$ cat src/design/tcfp_pkg.sv
`default_nettype none

package tcfp_pkg;

  localparam int FRAME_BYTES = 15;
  localparam int CNT_W       = $clog2(FRAME_BYTES + 1);
  // Only the first nine stored bytes are ever parsed.
  localparam int KEEP_BYTES  = 9;

  localparam logic [7:0] TERM_BYTE = 8'hFF;
  localparam logic [7:0] CH_S      = 8'h53;
  localparam logic [7:0] CH_T      = 8'h54;
  localparam logic [7:0] CH_A      = 8'h41;
  localparam logic [7:0] CH_R      = 8'h52;
  localparam logic [7:0] CH_O      = 8'h4F;
  localparam logic [7:0] CH_P      = 8'h50;

  localparam int TERM_COUNT    = 3;
  localparam int START_MIN_LEN = 12;
  localparam int STOP_MIN_LEN  = 7;
  localparam int ANY_MIN_LEN   = 4;

  localparam logic signed [31:0] SETPOINT_RESET = 32'sd400;

  typedef enum logic [1:0] {
    KIND_NONE  = 2'd0,
    KIND_START = 2'd1,
    KIND_STOP  = 2'd2
  } kind_e;

endpackage

`default_nettype wire

$ cat src/design/tcfp_if.sv
`default_nettype none

interface tcfp_byte_if;
  logic       valid;
  logic       ready;
  logic [7:0] rx_byte;

  modport source (output valid, output rx_byte, input ready);
  modport sink   (input valid, input rx_byte, output ready);
endinterface

interface tcfp_result_if;
  logic               valid;
  logic               ready;
  logic [1:0]         frame_kind;
  logic               run_flag;
  logic signed [31:0] setpoint_tenths;
  logic [3:0]         frame_length;

  modport source (output valid, output frame_kind, output run_flag,
                  output setpoint_tenths, output frame_length, input ready);
  modport sink   (input valid, input frame_kind, input run_flag,
                  input setpoint_tenths, input frame_length, output ready);
endinterface

`default_nettype wire

$ cat src/design/terminated_command_frame_parser.sv
// A frame result is registered: its valid rises in the cycle after the transfer of its third 0xFF byte.
// Throughput: one byte per cycle; the output register accepts a new result in the
// same cycle that the held one is transferred, so stalls come only from the sink.
// Reset: asynchronous, active low; clears the byte count, terminator run, run flag
// and output valid, and loads a setpoint of 400 tenths. Stored frame bytes are not reset.
`default_nettype none

module terminated_command_frame_parser
  import tcfp_pkg::*;
(
  input  wire             clk_i,
  input  wire             rst_ni,
  tcfp_byte_if.sink       byte_i,
  tcfp_result_if.source   result_o
);

  logic [7:0]         store_q [KEEP_BYTES];
  logic [CNT_W-1:0]   count_q, count_d;
  logic [1:0]         term_run_q, term_run_d;
  logic               run_q, run_d;
  logic signed [31:0] target_q, target_d;

  logic               out_valid_q;
  kind_e              kind_q, kind_d;
  logic [3:0]         len_q;

  logic               in_fire;
  logic               is_term;
  logic               frame_done;
  logic [CNT_W-1:0]   len;
  logic               pfx_st;
  logic               is_start;
  logic               is_stop;

  assign byte_i.ready = !out_valid_q || result_o.ready;
  assign in_fire      = byte_i.valid && byte_i.ready;

  assign is_term    = (byte_i.rx_byte == TERM_BYTE);
  assign frame_done = is_term && (term_run_q == 2'(TERM_COUNT - 1));
  assign len        = (count_q < CNT_W'(FRAME_BYTES)) ? count_q + 1'b1 : count_q;

  // The byte arriving now is the last terminator, so the parsed prefix is already stored.
  assign pfx_st   = (store_q[0] == CH_S) && (store_q[1] == CH_T);
  assign is_start = (len >= CNT_W'(START_MIN_LEN)) && pfx_st && (store_q[2] == CH_A)
                    && (store_q[3] == CH_R) && (store_q[4] == CH_T);
  assign is_stop  = (len >= CNT_W'(STOP_MIN_LEN)) && pfx_st && (store_q[2] == CH_O)
                    && (store_q[3] == CH_P);

  always_comb begin
    count_d    = count_q;
    term_run_d = term_run_q;
    run_d      = run_q;
    target_d   = target_q;
    kind_d     = KIND_NONE;
    if (in_fire) begin
      count_d    = len;
      term_run_d = is_term ? term_run_q + 2'd1 : 2'd0;
      if (frame_done) begin
        count_d    = '0;
        term_run_d = 2'd0;
        if (len >= CNT_W'(ANY_MIN_LEN)) begin
          if (is_start) begin
            kind_d   = KIND_START;
            run_d    = 1'b1;
            target_d = {store_q[8], store_q[7], store_q[6], store_q[5]};
          end else if (is_stop) begin
            kind_d = KIND_STOP;
            run_d  = 1'b0;
          end
        end
      end
    end
  end

  always_ff @(posedge clk_i or negedge rst_ni) begin
    if (!rst_ni) begin
      count_q     <= '0;
      term_run_q  <= 2'd0;
      run_q       <= 1'b0;
      target_q    <= SETPOINT_RESET;
      out_valid_q <= 1'b0;
    end else begin
      count_q    <= count_d;
      term_run_q <= term_run_d;
      run_q      <= run_d;
      target_q   <= target_d;
      if (in_fire && frame_done) begin
        out_valid_q <= 1'b1;
      end else if (result_o.ready) begin
        out_valid_q <= 1'b0;
      end
    end
  end

  always_ff @(posedge clk_i) begin
    for (int i = 0; i < KEEP_BYTES; i++) begin
      if (in_fire && (count_q == CNT_W'(i))) begin
        store_q[i] <= byte_i.rx_byte;
      end
    end
    if (in_fire && frame_done) begin
      kind_q <= kind_d;
      len_q  <= len[3:0];
    end
  end

  assign result_o.valid           = out_valid_q;
  assign result_o.frame_kind      = kind_q;
  assign result_o.run_flag        = run_q;
  assign result_o.setpoint_tenths = target_q;
  assign result_o.frame_length    = len_q;

endmodule

`default_nettype wire

$ cat src/flat_wrapper.sv
// flat-port wrapper written by rule: the top's interface ports become plain ports
module terminated_command_frame_parser_flat import tcfp_pkg::*;
  (clk_i, rst_ni, byte_i_valid, byte_i_rx_byte, byte_i_ready, result_o_valid, result_o_frame_kind, result_o_run_flag, result_o_setpoint_tenths, result_o_frame_length, result_o_ready);
  tcfp_byte_if byte_i_i ();
  tcfp_result_if result_o_i ();
  input  wire clk_i;
  input  wire rst_ni;
  input wire logic [$bits(byte_i_i.valid)-1:0] byte_i_valid;
  input wire logic [$bits(byte_i_i.rx_byte)-1:0] byte_i_rx_byte;
  output wire logic [$bits(byte_i_i.ready)-1:0] byte_i_ready;
  output wire logic [$bits(result_o_i.valid)-1:0] result_o_valid;
  output wire logic [$bits(result_o_i.frame_kind)-1:0] result_o_frame_kind;
  output wire logic [$bits(result_o_i.run_flag)-1:0] result_o_run_flag;
  output wire logic [$bits(result_o_i.setpoint_tenths)-1:0] result_o_setpoint_tenths;
  output wire logic [$bits(result_o_i.frame_length)-1:0] result_o_frame_length;
  input wire logic [$bits(result_o_i.ready)-1:0] result_o_ready;
  assign byte_i_i.valid = byte_i_valid;
  assign byte_i_i.rx_byte = byte_i_rx_byte;
  assign byte_i_ready = byte_i_i.ready;
  assign result_o_valid = result_o_i.valid;
  assign result_o_frame_kind = result_o_i.frame_kind;
  assign result_o_run_flag = result_o_i.run_flag;
  assign result_o_setpoint_tenths = result_o_i.setpoint_tenths;
  assign result_o_frame_length = result_o_i.frame_length;
  assign result_o_i.ready = result_o_ready;
  terminated_command_frame_parser u_core (.clk_i(clk_i), .rst_ni(rst_ni), .byte_i(byte_i_i), .result_o(result_o_i));
endmodule
$ cat config.mk
export PLATFORM = sky130hd
export DESIGN_NAME = terminated_command_frame_parser_flat
export DESIGN_NICKNAME = d
export VERILOG_FILES = /design/src/design/tcfp_pkg.sv /design/src/design/tcfp_if.sv /design/src/design/terminated_command_frame_parser.sv /design/src/flat_wrapper.sv
export SDC_FILE = /design/constraint.sdc
export NUM_CORES = 1
export LEC_CHECK = 0
export ABC_CLOCK_PERIOD_IN_PS = 5200
export BUFFER_PORTS_ARGS = -buffer_cell sky130_fd_sc_hd__buf_2
export CAP_MARGIN = 30
export CORE_MARGIN = 10
export CORE_UTILIZATION = 35
export CTS_CLUSTER_SIZE = 8
export DETAILED_ROUTE_END_ITERATION = 16
export PLACE_DENSITY = 0.65
export SLEW_MARGIN = 20
export SYNTH_ARGS = -nofsm -noshare
export SYNTH_HDL_FRONTEND = slang
export SYNTH_SLANG_ARGS = --single-unit
export TNS_END_PERCENT = 50
$ cat constraint.sdc
create_clock -name clk_i -period 5.2 [get_ports clk_i]
set_input_delay 1.04 -clock clk_i [delete_from_list [all_inputs] [get_ports clk_i]]
set_output_delay 1.04 -clock clk_i [all_outputs]
set_load 0.1 [all_outputs]
* After elaboration in Yosys (flattened, before gate mapping)
Memory sizes are Yosys's and may differ from the RTL's. A register that Yosys moved wholly into a read port is not among the register bits.
Index checks and enable logic that the tools add are counted.
** Operators by class
- Add/subtract/negate cells :: 2
- Magnitude comparators :: 4
- Equal/unequal tests :: 17
- Muxes and demuxes :: 52
- Bitwise logic cells :: 3
- Reduce and logical (&&, ||, !) cells :: 41
** Operator list (number)
- $mux 8 :: 8
- $reduce_or 8->1 :: 8
- $eq 8x7->1 const B :: 7
- $mux 4 :: 10
- $mux 1 :: 31
- $logic_and 1x1->1 :: 20
- $eq 4x3->1 const B :: 4
- $eq 4x2->1 const B :: 2
- $eq 8x8->1 const B :: 1
- $ge 4x3->1 const B :: 2
- $reduce_and 4->1 :: 2
- $mux 2 :: 3
- $logic_not 1->1 :: 5
- $add 4x1->4 const B :: 1
- $eq 4x1->1 const B :: 1
- $eq 4x4->1 const B :: 1
- $ge 4x4->1 const B :: 1
- $logic_not 4->1 :: 1
- $lt 4x4->1 const B :: 1
- $reduce_bool 2->1 :: 2
- $reduce_or 4->1 :: 1
- $not 1->1 :: 3
- $reduce_and 3->1 :: 1
- $add 2x1->2 const B :: 1
- 2 further kinds :: 2
** Storage, ports and cells
- Register bits after elaboration :: 14
- Bits in writable memories :: 72
- Bits of input ports :: 12
- Logic and storage cells :: 127
- Memories :: 1
** Memories
- u_core.store_q :: depth 9, bits a word 8, rd ports 9, clocked after Yosys merged registers in 4, wr ports 1, line terminated_command_frame_parser.sv:17 : logic [7:0] store_q [KEEP_BYTES];

* Depth between registers and ports, before layout
- Word-level depth :: 15
- Gate-level depth with buffers :: 7

* Worst setup path before layout
OpenSTA, ideal clock, no wires.
- Path kind :: input-to-reg
- From :: in result_o_ready
- To :: mem u_core.store_q[8][0] (enable)
- Arrival time :: 2.946 ns
- Data required time :: 4.817 ns
- Path slack :: 1.871 ns
- Stages on the path :: 3
- Cell sequence :: nand2b_1 > nand2_1 > nor3_1
** Between the ends
- Cells in the longest elaborated chain, start to end :: 14
- Elaborated cells between the ends (all ways) :: 53
** Ends and longest elaborated chain
- from (decl) :: line flat_wrapper.sv:16 : input wire logic [$bits(result_o_i.ready)-1:0] result_o_ready;
- $logic_or 1x1->1 (*) :: line terminated_command_frame_parser.sv:35 : assign byte_i.ready = !out_valid_q || result_o.ready;
- $logic_and 1x1->1 (*) :: line terminated_command_frame_parser.sv:36 : assign in_fire = byte_i.valid && byte_i.ready;
- $logic_and 1x1->1 :: line terminated_command_frame_parser.sv:97 : if (in_fire && (count_q == CNT_W'(i))) begin
- $mux 1 :: line terminated_command_frame_parser.sv:97
- $mux 1 (not written as such) :: line terminated_command_frame_parser.sv:98 : store_q[i] <= byte_i.rx_byte;
- $reduce_or 8->1 (no line)
- $mux 4 (no line) or $mux 1 (tied branches) (8 in a row)
- to (decl) :: line terminated_command_frame_parser.sv:17
Every way passes the cells marked *; elsewhere a longest branch is shown, timed or not.

==> impl_results.md <==
- Seq pwr share: a little under half
- Cell taking the most area after synthesis: edfxtp_1
- Congestion Overflow GR: 0
- CP Launch Type: flop
- Synth Instances: roughly 240
- IO Port Bufs: 52
- Via Count: ~2200
- Mux contribution to synthesized area: 11.13%
- Post-synthesis cell type count: 37
- 1st-iter DRT viols: approximately 180
- Largest family of logic cells by synthesized area: multiplexers
- Unrepaired setup endpoints after global routing: no
- Post-CTS setup buffers: 0
- EDFF count, synth: a little under 80
- Clk sinks: between 100 and 150
- Die area: around 0.017 mm2
- Routed WL: about 8600 um
- Synth Register Bits: 118
- Finished Cell Area: ~0.0055 mm2
- Chip Width: between 100 and 150 um
- Synth-to-Final Area Change: 24.05%
- Top_reg_cell synth: edfxtp_1
- Outcome: completed
- Top cells by area, synth: edfxtp_1 (53%), dfrtp_1 (21%), mux2_4 (9.9%), dfstp_2 (1.8%), ha_1 (1.4%)
- Root buf cell: clkbuf_16
- Clk buf depth: 2
- Sw power: a little under 0.0006 W
- First-pass GRT wire length: 13570 um
- Final TNS setup: 0 ns
- Fmax: 0.3584 GHz
- Share of cells above drive strength 1: roughly 38%
- Pwr Density: between 400 and 500 mW/mm2
- Power Total: 0.002470 W
- Worst Skew: approximately 0.0070 ns
- H-tree depth: 4
- Number of diodes: 0
- Internal power: between 0.0015 and 0.002 W
- Post-synthesis adder-cell area fraction: between 1 and 1.5%
- Tot GR Track Use: between 10% and 20%
- Placed instance area: roughly 0.0048 mm2
- Largest net degree at the start of global routing: 41
- Core area: 0.01216 mm2
- XOR/XNOR Fraction of Synth Area: less than 1%
- Final-stage net count: approximately 320
- Max VDD drop: between 200 and 250 uV
- Number of max-cap violations: 0
- Worst skew pair latency: about 0.4 ns
- Max_slew headroom: between 50% and 60%
- Dpl hpwl: 5568 um
- Mean Syn Cell Area: 18.40 um2
- Synth cell count leaders: edfxtp_1 (78), dfrtp_1 (37), mux2_4 (29)
- CP Data Arrival Time: between 3 and 4 ns
- Most frequent cell after synthesis: edfxtp_1
- Maximum fanout along the worst path: 33
- Final Slew Violations: 0
- Clock power share: a little under half
- I/O Pins: 53
- Antenna violations before repair: 0
- Synth async-reset ratio: about 34%
- Tmin final: approximately 2.8 ns
- CTS buffer count: 17
- Grt met2 use: around 15%
- Wirelength per Cell: ~18 um
- Final setup fails: 0
- Post-Place Worst Slack: between 2 and 2.5 ns
- Drt drc: 0
- Setup CP Type: flop to flop
- Worst Slack Setup Final: between 2 and 2.5 ns
- Fin crit share: a little over half
- Register area share after synthesis: 76.12%
- GR Layer Usage met3: 4.916%
- Fin. Hold Viols: 0
- # rows: 40
- Vias/cell: 4.484
- Slew @ Worst Pin: roughly 0.71 ns
- M1 GR Usage: approximately 13%
- Peak-usage layer in the global routing report: met2
- Die span in y: about 130 um
- First drt pass iteration count: 4
- Worst hold-check path type: flop to flop
- GP Congestion: between 0.7 and 0.8
- Final core occ: between 40% and 50%
- Syn_nets: between 200 and 300
- Leak Pwr: 2.341 nW
- Combinational fraction of design power: about 6.5%
- Net Sw Frac: a little under a quarter
- Vias in the first global route: ~2400
- Critical path required time: about 5.5 ns
- Reg clk slew, reported paths: roughly 0.06 ns
- Synth top area share: between 50% and 60%
- CP Capture Type: flop
- Starting Density: between 30% and 40%
- Synthesized area: approximately 0.0044 mm2
- # hold bufs at CTS: 0
- Final antenna-violating net count: 0
- Synth warn: 0
- CTS tree: built
- CTS resizes: 0
- Post-Synth Simple-Gate Area: about 8%
- Post-synthesis compound-gate area fraction: about 1.7%
[layout make-up]
type | count | area [um2]
Timing Repair Buffer | 54 | 287.8
Tap cell | 168 | 210.2
Fill cell | 1073 | 6708
Multi-Input combinational cell | 108 | 977.2
Inverter | 8 | 30.03
Clock buffer | 18 | 429.2
Clock inverter | 14 | 172.7
Sequential cell | 118 | 3347
[through the flow]
step,hold WS (ns),instances
3_3_place_gp,0.4596,455
3_5_place_dp,0.4654,455
6_report,0.4720,488
5_1_grt,0.4813,488
4_1_cts,0.4738,487
2_1_floorplan,0.4538,239
[final timing paths]
kind	start	slack, ns	end	cells after the start
max	u_core.store_q[0][2]	2.41	u_core.result_o.setpoint_tenths[9]	5
min	u_core.store_q[5][2]	0.47	u_core.result_o.setpoint_tenths[2]	1
max reg2reg	u_core.store_q[0][2]	2.41	u_core.result_o.setpoint_tenths[9]	5
min reg2reg	u_core.store_q[5][2]	0.47	u_core.result_o.setpoint_tenths[2]	1
max in group asynchronous	rst_ni	4.11	u_core.result_o.setpoint_tenths[4]	2
min in group asynchronous	rst_ni	0.54	u_core.result_o.setpoint_tenths[5]	1
[kinds of logic after synthesis]
kind of cell    after synthesis
compound gates               13
simple gates                 55
mux                          34
fa+ha+maj                     5
buf+inv                      13
flops                       118
xor+xnor                      1
[critical path, cell delays in order, from the launching register on]
cell	delay [ns]
edfxtp_1	0.36
or4b_1	0.56
nor4_1	0.36
and4_1	0.34
nand3_4	0.50
mux2_4	0.50
[power groups by stage]
stage	clock (W)	sequential (W)	combinational, W
after CTS	0.00121	0.00112	0.000160
after global placement	0	0.00113	0.000153
final	0.00119	0.00112	0.000160
after global routing	0.00125	0.00113	0.000182
after floorplan	0	0.00111	0.000119
after detailed placement	0	0.00114	0.000158
[layer usage]
metal	wire length, um	vias to the layer above
met3	457	8
met4	116	0
met5	0	-
met1	4047	1085
li1	-	1036
met2	3936	59
[placed cells by master (no fill, tap or decap), types with 4 or more instances in the layout]
cell type   n
edfxtp_1   78
buf_2      52
dfrtp_1    37
mux2_4     29
clkbuf_16  17
nand2_1    13
o21ai_0     9
inv_1       8
and2_1      8
nor3_1      5
ha_1        5
inv_6       5
and3_1      4
[state kept, by name (all words and copies together), names as in the netlist]
register	flops
u_core.count_q	4
u_core.result_o.frame_kind	2
u_core.result_o.frame_length	4
u_core.result_o.run_flag	1
u_core.result_o.setpoint_tenths	32
u_core.result_o.valid	1
u_core.store_q	72
u_core.term_run_q	2
No activity file was read; power rests on OpenSTA's default activity.
